[config.mk]
export PLATFORM = sky130hd
export DESIGN_NAME = lzwdd_ram
export DESIGN_NICKNAME = d
export VERILOG_FILES = /design/src/sv/lzwdd_ram.sv
export SDC_FILE = /design/constraint.sdc
export NUM_CORES = 2
export LEC_CHECK = 0
export BUFFER_PORTS_ARGS = -buffer_cell sky130_fd_sc_hd__buf_2
export CELL_PAD_IN_SITES_DETAIL_PLACEMENT = 0
export CELL_PAD_IN_SITES_GLOBAL_PLACEMENT = 1
export CORE_ASPECT_RATIO = 0.8
export CORE_MARGIN = 1
export CORE_UTILIZATION = 40
export DETAILED_ROUTE_END_ITERATION = 6
export GPL_ROUTABILITY_DRIVEN = 0
export PLACE_DENSITY_LB_ADDON = 0.1
export SETUP_SLACK_MARGIN = 0.4
export SLEW_MARGIN = 30
export SYNTH_ARGS = -nofsm -noshare
export SYNTH_HDL_FRONTEND = slang
export SYNTH_SLANG_ARGS = --single-unit
export TNS_END_PERCENT = 10
[constraint.sdc]
create_clock -name clk -period 3.1 [get_ports clk]
set_input_delay 0.31 -clock clk [delete_from_list [all_inputs] [get_ports clk]]
set_output_delay 0.31 -clock clk [all_outputs]
set_load 0.005 [all_outputs]
[src/sv/lzwdd_ram.sv]
// ----------------------------------------------------------------------------
// lzwdd_ram
// generic single write port ram with one registered read port
// ----------------------------------------------------------------------------
module lzwdd_ram #(
	parameter int WIDTH = 8,
	parameter int DEPTH = 256
) (
	input  logic                     clk,
	input  logic                     we,
	input  logic [$clog2(DEPTH)-1:0] waddr,
	input  logic [WIDTH-1:0]         wdata,
	input  logic [$clog2(DEPTH)-1:0] raddr,
	output logic [WIDTH-1:0]         rdata
);

	logic [WIDTH-1:0] mem_q [DEPTH];

	always_ff @(posedge clk) begin
		if (we) begin
			mem_q[waddr] <= wdata;
		end
		rdata <= mem_q[raddr];
	end

endmodule

==> metrics.cfg <==
[status]
status=completed

[finish]
instances_no_fill=7152
design_area_sq_mm=0.09344
drive_gt1_share_pct=30.86
final_core_util_pct=47.23
nNetsFinal=4333
syn_to_final_growth_pct=17.45

[detailed_routing]
first_pass_iters=5
antenna_left=0
drc_errors=0
drt-total-wl_mm=222.4
viasPerCell=5.638
wl_per_cell_microns=31.10
vias=40320
drtIter0Drc=4573

[sta]
slew_headroom_pct=31.02
setup_violations=0
rsz0062_at_grt=true
tightest_slew_ns=1.035
period_share_pct=85.44
finalHoldViolations=0
fin_crit_ns=2.649
skew_ns=0.03225
finalMaxSlewViolations=0
setup_tns_ns=0
fmax_ghz=0.3775

[floorplanning]
rows=146
initial_core_util_pct=40.21
die_h_microns=400.9
coreArea_sq_mm=0.1978
ios=34
die_w_microns=500.6
die_area_sq_mm=0.2007

[yosys]
synth_edf_count=2048
postSynthCellCount=3733
syn_avg_cell_area_sq_um=21.31
async_flop_share_pct=0
yosysSeqAreaShare_pct=77.50
syn-num-nets=3759
yosysUniqueCellTypes=55
synth.ff_latch_count=2056
synth.top_cell.area_share_pct=77.30
syn_area_sq_mm=0.07956
yosysTopAreaCell=edfxtp_1
yosys_warnings=0
synth.area.top_cells=edfxtp_1 77%, mux4_2 13%, mux2i_1 1.7%
synth_flop_cell=edfxtp_1

[grt]
grt_usage_pct=22.30
grtUsageMet3_pct=5.500
use_met1_pct=32.47
grt-ovfl-total=0
antenna_found_initial=23
grt.busiest_layer=met2
globalRouteMet2Util_pct=33.49
grt_max_degree=103
grt_pass1_wl_mm=313.9
grt_pass1_vias=41450

[clocking]
clkTransAtPathRegs_ns=0.06
insertion_delay_ns=0.84
cts_buffers=204
cts.sinks=2056
cts_buffer_depth=3
htreeDepth=4
cts_tree=yes
clock-root-buffer=clkbuf_16
cts_setup_buffers=0

[place]
dpl.cell_count=6764
portBuffers=33
place_area_sq_mm=0.08679
dp.final_hpwl_mm=147.0

[power_and_ir_drop]
seqPwrFrac_pct=52.7
cellLeakagePower_nw=29.83
comb_power_share_pct=5.4
p_per_area_mw_per_mm2=623.4
swShare_pct=21.41
power_mw=58.25
p_int_mw=45.78
p_switching_mw=12.47
vdd_drop_max_uv=485.8
clockPowerShare_pct=41.9

[critical_path]
start_kind=flip-flop
critPathRequiredTime_ns=3.83
path_cells=mux4_2, o311ai_0, o22ai_1, nor4_1, buf_4, nor4_2
critPathArrivalTime_ns=3.38
path_max_fanout=2
cpPeakStageDelay_ns=0.68
cp-end-kind=flip-flop
path_class=reg2reg
critPathSlowestCell=nor4_1

[worst_hold_path]
hold_path_class=in2reg

[run]
drv_cap=0

-- cell families (layout without fill, tap and decap cells) --
| logic type | Yosys count | in the layout | synth area share [%] |
|---|---|---|---|
| compound gates | 385 | 385 | 3.419 |
| buf+inv | 235 | 984 | 1.831 |
| simple gates | 466 | 466 | 2.628 |
| flops | 2056 | 2056 | 77.50 |
| other cells | 0 | 6 | 0 |
| mux | 591 | 591 | 14.62 |
-- worst paths after layout --
path | startpoint | end | slack, ns | cells past startpoint
max | mem_q[235][6] | rdata[6] | 0.45 | 6
min | wdata[7] | mem_q[114][7] | 0.04 | 1
max reg2reg | mem_q[235][6] | rdata[6] | 0.45 | 6
min reg2reg | mem_q[4][2] | rdata[2] | 1.18 | 6
-- through the flow --
step	worst slack (ns)	hold slack, ns
global route	0.3514	0.03399
detailed placement	-0.5253	0.8069
floorplan	0.8521	0.4089
CTS	0.3787	0.01125
finish	0.4512	0.03609
global placement	-1.079	0.8092
-- power groups by stage --
stage / clock [mW] / combinational (mW) / sequential (mW)
2_1_floorplan: 0 / 1.49 / 31.3
4_1_cts: 24.9 / 3.22 / 30.7
5_1_grt: 25.9 / 3.36 / 30.7
3_3_place_gp: 0 / 3.16 / 31.3
3_5_place_dp: 0 / 3.21 / 31.3
6_report: 24.4 / 3.16 / 30.7
-- per-layer routing --
layer / part of all wire [%] / up-vias
met5: 0.024 / -
met4: 2.5 / 10
met3: 8.1 / 286
met2: 45 / 1457
met1: 44 / 21690
li1: - / 16880
-- cell usage after synthesis (3+ instances only) --
cell type / count
o221ai_1: 46
nor4_2: 3
a211oi_1: 16
a22o_1: 8
o22a_1: 5
buf_8: 13
a22oi_1: 133
o22ai_1: 28
buf_2: 31
nand3_1: 34
o211ai_1: 10
dfxtp_1: 8
mux2i_1: 134
buf_1: 22
and2_1: 6
nand2b_1: 8
a21oi_1: 96
mux4_2: 454
buf_12: 8
nor2b_1: 31
buf_6: 21
o32ai_1: 4
o21ai_0: 10
nand2_1: 33
nor3_1: 22
nand4_1: 10
clkbuf_1: 111
nor4_1: 24
nor2_1: 282
or2_2: 4
a221oi_1: 13
buf_4: 27
edfxtp_1: 2048
-- layout by cell type (no fill, tap or decap), types with 4 or more instances in the layout --
master | Yosys | routed
nor2b_1 | 31 | 28
nand4_1 | 10 | 10
o221ai_1 | 46 | 46
clkinv_2 | 0 | 48
clkinv_1 | 1 | 48
buf_4 | 27 | 507
o22ai_1 | 28 | 28
diode_2 | 0 | 6
o22a_1 | 5 | 5
clkbuf_1 | 111 | 33
and2_1 | 6 | 6
mux2i_1 | 134 | 134
a22o_1 | 8 | 8
dfxtp_1 | 8 | 8
nand2_1 | 33 | 33
nor4_2 | 3 | 8
buf_12 | 8 | 62
o32ai_1 | 4 | 4
a21oi_1 | 96 | 95
inv_6 | 0 | 4
or2_2 | 4 | 4
bufinv_16 | 0 | 18
a211oi_1 | 16 | 15
clkinv_4 | 0 | 4
nor4_1 | 24 | 19
buf_2 | 31 | 21
clkbuf_8 | 0 | 17
a221oi_1 | 13 | 13
o211ai_1 | 10 | 10
mux4_2 | 454 | 454
a22oi_1 | 133 | 133
o21ai_0 | 10 | 10
nor2_1 | 282 | 279
nor3_1 | 22 | 21
clkbuf_16 | 0 | 208
clkinvlp_4 | 0 | 7
nand2b_1 | 8 | 8
edfxtp_1 | 2048 | 2048
nand3_1 | 34 | 34
-- worst max-delay path, delay by kind of cell (launching register included) --
family                 cells  cell delay (ns)
AO/OA/AOI/OAI              2             0.74
multiplexers               1             0.49
buffers and inverters      1             0.23
flip-flops                 1             0.37
AND/OR/NAND/NOR            2             0.72
-- layout make-up --
type                       count  area [sq um]
antenna                        6         15.01
clock buffer                 250          5453
clock inverter               131          1142
fill                       16230        104400
inverter                       2         7.507
multi-input combinational   1442         16530
sequential                  2056         61660
tap                         2664          3333
timing repair buffer         601          5303
-- flip-flops by register name (all words and copies together), names as in the netlist --
name   flops
rdata      8
mem_q   2048
-- timing repair --
item | CTS | global route
hold buffers | 1 | 0
endpoints found under the setup margin | 3 | 3
resized for setup | 2 | 1
hold endpoints to repair | 31 | 0
(Power assumes the default switching activity.)
