==> config.mk <==
export PLATFORM = sky130hd
export DESIGN_NAME = lzwdd_ctrl
export DESIGN_NICKNAME = d
export VERILOG_FILES = /design/src/sv/lzwdd_pkg.sv /design/src/sv/lzwdd_slot_unit.sv /design/src/sv/lzwdd_ctrl.sv
export SDC_FILE = /design/constraint.sdc
export NUM_CORES = 1
export LEC_CHECK = 0
export BUFFER_PORTS_ARGS = -buffer_cell sky130_fd_sc_hd__buf_2
export CORE_MARGIN = 8
export CORE_UTILIZATION = 51
export DETAILED_ROUTE_END_ITERATION = 10
export GPL_TIMING_DRIVEN = 1
export PLACE_DENSITY = 0.82
export SLEW_MARGIN = 20
export SYNTH_ARGS = -nofsm -noshare
export SYNTH_HDL_FRONTEND = slang
export SYNTH_SLANG_ARGS = --single-unit
==> constraint.sdc <==
create_clock -name clk -period 3.8 [get_ports clk]
set_input_delay 0.19 -clock clk [delete_from_list [all_inputs] [get_ports clk]]
set_output_delay 0.19 -clock clk [all_outputs]
set_load 0.03 [all_outputs]
==> src/sv/lzwdd_pkg.sv <==
// ----------------------------------------------------------------------------
// lzwdd_pkg
// shared types and constants of the lzw decode dictionary unit
// ----------------------------------------------------------------------------
package lzwdd_pkg;

	localparam int TOTAL_CODES = 4096;
	localparam int CODE_W      = 12;
	localparam int LEN_W       = 13;
	localparam int SYM_W       = 8;
	localparam int FUNC_W      = 2;
	localparam int BASE_W      = 9;
	localparam int SLOT_COUNT  = TOTAL_CODES - 256;
	localparam int SLOT_W      = $clog2(SLOT_COUNT);
	localparam int BUF_AW      = $clog2(TOTAL_CODES);
	localparam int DICT_W      = CODE_W + SYM_W;

	localparam logic [FUNC_W-1:0] FUNC_EXPAND = 2'd0;
	localparam logic [FUNC_W-1:0] FUNC_ADD    = 2'd1;
	localparam logic [FUNC_W-1:0] FUNC_READ   = 2'd2;
	localparam logic [FUNC_W-1:0] FUNC_NONE   = 2'd3;

	// register index, taken from paddr[2]
	localparam logic REG_FIRST_FREE = 1'b0;

	localparam logic [BASE_W-1:0] LITERAL_COUNT = 9'd256;
	localparam logic [BASE_W-1:0] BASE_RESET    = 9'd257;

	typedef struct packed {
		logic              hit;
		logic [SLOT_W-1:0] slot;
	} slot_t;

	typedef struct packed {
		logic              dict_we;
		logic [SLOT_W-1:0] dict_waddr;
		logic [DICT_W-1:0] dict_wdata;
		logic [SLOT_W-1:0] dict_raddr;
		logic              buf_we;
		logic [BUF_AW-1:0] buf_waddr;
		logic [SYM_W-1:0]  buf_wdata;
		logic [BUF_AW-1:0] buf_raddr;
	} mem_req_t;

endpackage

==> src/sv/lzwdd_slot_unit.sv <==
// ----------------------------------------------------------------------------
// lzwdd_slot_unit
// shared subtractor mapping a code to its dictionary slot
// ----------------------------------------------------------------------------
module lzwdd_slot_unit (
	input  logic [lzwdd_pkg::CODE_W-1:0] code,
	input  logic [lzwdd_pkg::BASE_W-1:0] base,
	output lzwdd_pkg::slot_t             res
);

	logic [lzwdd_pkg::BASE_W-1:0] eff_base;
	logic [lzwdd_pkg::LEN_W-1:0]  diff;
	logic                         below_top;

	always_comb begin
		eff_base  = (base < lzwdd_pkg::LITERAL_COUNT) ? lzwdd_pkg::LITERAL_COUNT : base;
		diff      = {1'b0, code} - {{(lzwdd_pkg::LEN_W - lzwdd_pkg::BASE_W){1'b0}}, eff_base};
		below_top = {1'b0, code} < lzwdd_pkg::LEN_W'(lzwdd_pkg::TOTAL_CODES);
		res.hit   = !diff[lzwdd_pkg::LEN_W-1] && below_top;
		res.slot  = diff[lzwdd_pkg::SLOT_W-1:0];
	end

endmodule

==> src/sv/lzwdd_ctrl.sv <==
// ----------------------------------------------------------------------------
// lzwdd_ctrl
// sequencer walking prefix chains, filling the string buffer, storing entries
// ----------------------------------------------------------------------------
module lzwdd_ctrl (
	input  logic                          clk,
	input  logic                          arst_n,
	input  logic                          in_valid,
	output logic                          in_ready,
	input  logic [lzwdd_pkg::FUNC_W-1:0]  in_func,
	input  logic [lzwdd_pkg::CODE_W-1:0]  in_cur,
	input  logic [lzwdd_pkg::CODE_W-1:0]  in_prev,
	input  logic [lzwdd_pkg::CODE_W-1:0]  in_next,
	input  logic [lzwdd_pkg::CODE_W-1:0]  in_ridx,
	input  logic [lzwdd_pkg::BASE_W-1:0]  base,
	output logic                          out_valid,
	input  logic                          out_ready,
	output logic [lzwdd_pkg::LEN_W-1:0]   out_len,
	output logic [lzwdd_pkg::SYM_W-1:0]   out_first,
	output logic [lzwdd_pkg::SYM_W-1:0]   out_byte,
	output lzwdd_pkg::mem_req_t           mem,
	input  logic [lzwdd_pkg::DICT_W-1:0]  dict_rdata,
	input  logic [lzwdd_pkg::SYM_W-1:0]   buf_rdata
);

	typedef enum logic [2:0] {
		ST_IDLE,
		ST_CHECK,
		ST_FETCH,
		ST_FINISH,
		ST_RD_ADDR,
		ST_RD_DATA,
		ST_OUT
	} state_t;

	state_t                        state_q;
	logic [lzwdd_pkg::FUNC_W-1:0]  func_q;
	logic [lzwdd_pkg::CODE_W-1:0]  code_q;
	logic [lzwdd_pkg::CODE_W-1:0]  prev_q;
	logic [lzwdd_pkg::CODE_W-1:0]  next_q;
	logic [lzwdd_pkg::CODE_W-1:0]  ridx_q;
	logic [lzwdd_pkg::LEN_W-1:0]   len_q;
	logic [lzwdd_pkg::LEN_W-1:0]   blen_q;
	logic [lzwdd_pkg::SYM_W-1:0]   first_q;
	logic                          kwk_q;

	logic [lzwdd_pkg::CODE_W-1:0]  operand;
	lzwdd_pkg::slot_t              slot;
	logic                          walk_on;
	logic                          in_kwk;

	// one subtractor serves the walk and the entry store
	assign operand = (state_q == ST_FINISH) ? next_q : code_q;

	lzwdd_slot_unit u_slot (
		.code (operand),
		.base (base),
		.res  (slot)
	);

	assign walk_on   = slot.hit && (len_q < lzwdd_pkg::LEN_W'(lzwdd_pkg::TOTAL_CODES - 1));
	assign in_kwk    = (in_func == lzwdd_pkg::FUNC_ADD) && (in_cur == in_next);
	assign in_ready  = (state_q == ST_IDLE);
	assign out_valid = (state_q == ST_OUT);

	always_comb begin
		mem            = '0;
		mem.dict_raddr = slot.slot;
		mem.buf_raddr  = ridx_q;
		mem.dict_waddr = slot.slot;
		mem.dict_wdata = {prev_q, first_q};
		mem.buf_waddr  = len_q[lzwdd_pkg::BUF_AW-1:0];
		unique case (state_q)
			ST_CHECK: begin
				mem.buf_we    = !walk_on;
				mem.buf_wdata = code_q[lzwdd_pkg::SYM_W-1:0];
			end
			ST_FETCH: begin
				mem.buf_we    = 1'b1;
				mem.buf_wdata = dict_rdata[lzwdd_pkg::SYM_W-1:0];
			end
			ST_FINISH: begin
				// repeated first symbol goes to the front of the buffer
				mem.buf_we    = kwk_q;
				mem.buf_waddr = '0;
				mem.buf_wdata = first_q;
				mem.dict_we   = (func_q == lzwdd_pkg::FUNC_ADD) && slot.hit;
			end
			default: begin
			end
		endcase
	end

	always_ff @(posedge clk or negedge arst_n) begin
		if (!arst_n) begin
			state_q   <= ST_IDLE;
			blen_q    <= '0;
			func_q    <= lzwdd_pkg::FUNC_EXPAND;
			kwk_q     <= 1'b0;
			len_q     <= '0;
			code_q    <= '0;
			prev_q    <= '0;
			next_q    <= '0;
			ridx_q    <= '0;
			first_q   <= '0;
			out_len   <= '0;
			out_first <= '0;
			out_byte  <= '0;
		end else begin
			unique case (state_q)
				ST_IDLE: begin
					if (in_valid) begin
						func_q <= in_func;
						prev_q <= in_prev;
						next_q <= in_next;
						ridx_q <= in_ridx;
						kwk_q  <= in_kwk;
						code_q <= in_kwk ? in_prev : in_cur;
						len_q  <= in_kwk ? lzwdd_pkg::LEN_W'(1) : '0;
						unique case (in_func)
							lzwdd_pkg::FUNC_EXPAND, lzwdd_pkg::FUNC_ADD: begin
								state_q <= ST_CHECK;
							end
							lzwdd_pkg::FUNC_READ: begin
								state_q <= ST_RD_ADDR;
							end
							default: begin
								out_len   <= blen_q;
								out_first <= '0;
								out_byte  <= '0;
								state_q   <= ST_OUT;
							end
						endcase
					end
				end
				ST_CHECK: begin
					if (walk_on) begin
						state_q <= ST_FETCH;
					end else begin
						first_q <= code_q[lzwdd_pkg::SYM_W-1:0];
						len_q   <= len_q + 1'b1;
						state_q <= ST_FINISH;
					end
				end
				ST_FETCH: begin
					len_q   <= len_q + 1'b1;
					code_q  <= dict_rdata[lzwdd_pkg::DICT_W-1:lzwdd_pkg::SYM_W];
					state_q <= ST_CHECK;
				end
				ST_FINISH: begin
					blen_q    <= len_q;
					out_len   <= len_q;
					out_first <= first_q;
					out_byte  <= '0;
					state_q   <= ST_OUT;
				end
				ST_RD_ADDR: begin
					state_q <= ST_RD_DATA;
				end
				ST_RD_DATA: begin
					out_len   <= blen_q;
					out_first <= '0;
					out_byte  <= buf_rdata;
					state_q   <= ST_OUT;
				end
				ST_OUT: begin
					if (out_ready) begin
						state_q <= ST_IDLE;
					end
				end
				default: begin
					state_q <= ST_IDLE;
				end
			endcase
		end
	end

	a_ready_excl: assert property (@(posedge clk) disable iff (!arst_n)
		!(in_ready && out_valid))
		else $error("request taken while a result is pending");

	a_len_bound: assert property (@(posedge clk) disable iff (!arst_n)
		len_q <= lzwdd_pkg::LEN_W'(lzwdd_pkg::TOTAL_CODES))
		else $error("string length beyond buffer size");

	a_store_func: assert property (@(posedge clk) disable iff (!arst_n)
		mem.dict_we |-> (func_q == lzwdd_pkg::FUNC_ADD) && (state_q == ST_FINISH))
		else $error("dictionary written outside an add request");

	a_return_idle: assert property (@(posedge clk) disable iff (!arst_n)
		out_valid && out_ready |=> in_ready)
		else $error("not ready after result taken");

endmodule

==> summary.md <==
| Metric | Value |
|---|---|
| Total GRT Usage | 23.0% |
| Die W | around 120 um |
| IO Pins | 200 |
| Setup Buffers After CTS | 0 |
| R2r setup slk | 510 ps |
| CTS tree | built |
| Post-route antenna net violation count | 0 |
| Post-route minimum period | about 3500 ps |
| # diodes | 0 |
| WHS | 17.6 ps |
| Min-Delay Path Class | in2reg |
| Clk Tree Root Cell | clkbuf_16 |
| CTS clk-pin slew, worst paths | roughly 50 ps |
| Met2 Use GR | between 40 and 50% |
| Worst Path Arrival | roughly 3300 ps |
| Max Freq | around 290 MHz |
| Register area share after synthesis | between 40 and 50% |
| Drt initial violations | between 400 and 500 |
| RSZ-0062 raised after global routing | no |
| Sink Count | roughly 120 |
| Clock latency on the worst-skew pair | ~400 ps |
| Setup tns final | 0 ps |
| Setup crit start | state_q[0] |
| Met1 Track Usage GR | roughly 25% |
| Vias/cell | approximately 5.5 |
| Busiest grt layer | met2 |
| Worst Tran Pin Value | 1020 ps |
| Worst Setup EP | mem[32] |
| Post-synth EDFFs | 0 |
| Fin crit share | 91.8% |
| Critical path launch point type | flip-flop |
| Net count after synthesis | approximately 740 |
| Synth top area share | between 40% and 50% |
| H-tree levels | 4 |
| Synth Area per Inst | approximately 9.4 um2 |
| Worst Setup End Kind | primary output |
| Asr flop ratio synth | between 90% and 100% |
| Post-layout util | 69.8% |
| HPWL Detailed | 12700 um |
| Synth area leaders | dfrtp_1 (49%), nand2_1 (12%), mux2i_1 (4.0%) |
| Peak supply drop | about 0.00074 V |
| WS Path Type | reg2out |
| Leak Pwr | 0.00418 uW |
| Die Height | 124 um |
| Final wirelength | around 18000 um |
| Instance count of the mapped netlist | 636 |
| GRT overflow | 0 |
| Clk_skew | 10.2 ps |
| Core area | 11400 um2 |
| TritonCTS buffer count | 17 |
| Longest Clk Path Bufs | 2 |
| Status | completed |
| Final Setup Violations | 0 |
| DRT Pass-1 Iters | 5 |
| Starting Density | around 52% |
| Worst-path fanout max | 10 |
| Slew headroom | approximately 32% |
| Die outline area | between 15000 and 20000 um2 |
| Yosys warning total | 0 |
| Maxcap violations | 0 |
| Pwr per Cell Area | 992 nW/um2 |
| DR vias | roughly 5500 |
| Ys flop type | dfrtp_1 |
| R2R Path End | len_q[6] |
| Cell Area, Placed | 7060 um2 |
| Yosys reg bits | approximately 120 |
| Unique masters post-synth | 56 |
| Vias in the first global route | between 5000 and 6000 |
| Max Slew Vio Count | 0 |
| DR DRC count | 0 |
| Area grow syn2layout | 33.4% |
| Hold Fails Final Rpt | 0 |
| GR Layer Usage met3 | around 7.7% |
| Initial antenna violation count | 0 |
| R2r startpoint | state_q[0] |
| Largest net degree at the start of global routing | 63 |
| Gpl congestion | between 0.8 and 0.9 |
| Most common cell after layout, fill and taps aside | buf_2 |
| Drt wl/cell | between 15 and 20 um |
| First-pass GRT wire length | ~29000 um |
| Final Net Count | 953 |
| Cell Area, Synth | between 5000 and 6000 um2 |
| Share of layout cells above drive strength 1 | between 30% and 40% |
| Yosys top cell by area | dfrtp_1 |
| Fin cells | approximately 1000 |
| Post-route cell area | around 8000 um2 |
| FP Rows | 39 |
| Input/output buffers | just under 200 |
| Critical Path RT | roughly 3600 ps |
| Total placed cells including tap cells | ~950 |
| Most frequent cells in the layout | buf_2 (198), nand2_1 (184), dfrtp_1 (117) |
| R2R depth | 11 |
kinds of logic (layout without fill, tap and decap cells):
logic type | Yosys count | count (layout) | synth area share (%)
simple gates | 274 | 274 | 19.5
flops | 117 | 117 | 49.0
compound gates | 115 | 115 | 14.0
buf+inv | 54 | 283 | 4.25
mux | 45 | 45 | 7.98
xor+xnor | 21 | 21 | 3.08
fa+ha+maj | 10 | 10 | 2.22
report_power, final:
part / internal [uW] / switching [uW] / leakage [uW]
clock: 1100 / 577 / 0.000297
sequential: 1680 / 324 / 0.00153
combinational: 1320 / 2910 / 0.00235
critical path: stages, from the launching register on:
cell and delay [ps]:
dfrtp_1 500, nand3b_2 270, mux2i_1 230, ha_1 190
inv_1 60, fa_1 430, a211o_1 320, a21oi_1 270
o31ai_2 140, and2_4 190, nand2_1 90, buf_2 210
metal layers:
layer | vias up | share of wire, %
met3 | 30 | 7.7
met2 | 224 | 51
met1 | 2661 | 39
met5 | - | 0
li1 | 2583 | -
met4 | 0 | 2.1
per-stage QoR:
stage                     worst slack, ps  total power, uW
after floorplan                      44.4             5150
after global placement                718             6120
after detailed placement              631             6180
after CTS                             314             7930
after global routing                 35.6             8300
final                                 311             7900
layout make-up:
cell class                 count  area, um2
multi-input combinational    465       2820
inverter                      12       45.0
tap                          143        179
fill                         896       3450
clock inverter                13        181
clock buffer                  19        433
timing repair buffer         239       1380
sequential                   117       2930
cell usage after synthesis, types with 13 or more instances:
| cell | instances |
|---|---|
| mux2_2 | 21 |
| o21ai_0 | 33 |
| nor2_1 | 42 |
| mux2i_1 | 24 |
| clkbuf_1 | 24 |
| buf_4 | 13 |
| a22o_1 | 17 |
| dfrtp_1 | 117 |
| a21oi_1 | 26 |
| xnor2_1 | 20 |
| nand2_1 | 185 |
state kept, by name (all words and copies together), names as in the netlist:
register,cells
state_q,3
code_q,12
ridx_q,12
out_len,13
out_first,8
out_byte,8
first_q,8
blen_q,13
func_q,2
next_q,12
len_q,13
prev_q,12
kwk_q,1
repair_timing:
| item | in CTS | in global routing |
|---|---|---|
| hold buffers | 29 | 0 |
| resized for setup | 0 | 1 |
| setup endpoints to repair | 0 | 2 |
| endpoints found under the hold margin | 83 | 0 |
worst min path at each step:
stage | from | slack (ps) | end | cells after the start
final | in_prev[7] | 20 | prev_q[7] | 3
after global placement | arst_n | 290 | out_byte[1] | 1
after global routing | buf_rdata[5] | 9 | out_byte[5] | 2
after CTS | in_prev[9] | 2 | prev_q[9] | 3
after floorplan | arst_n | -110 | blen_q[0] | 0
after detailed placement | arst_n | 280 | out_byte[1] | 1
Note: power is estimated with default switching activity, not from simulation.
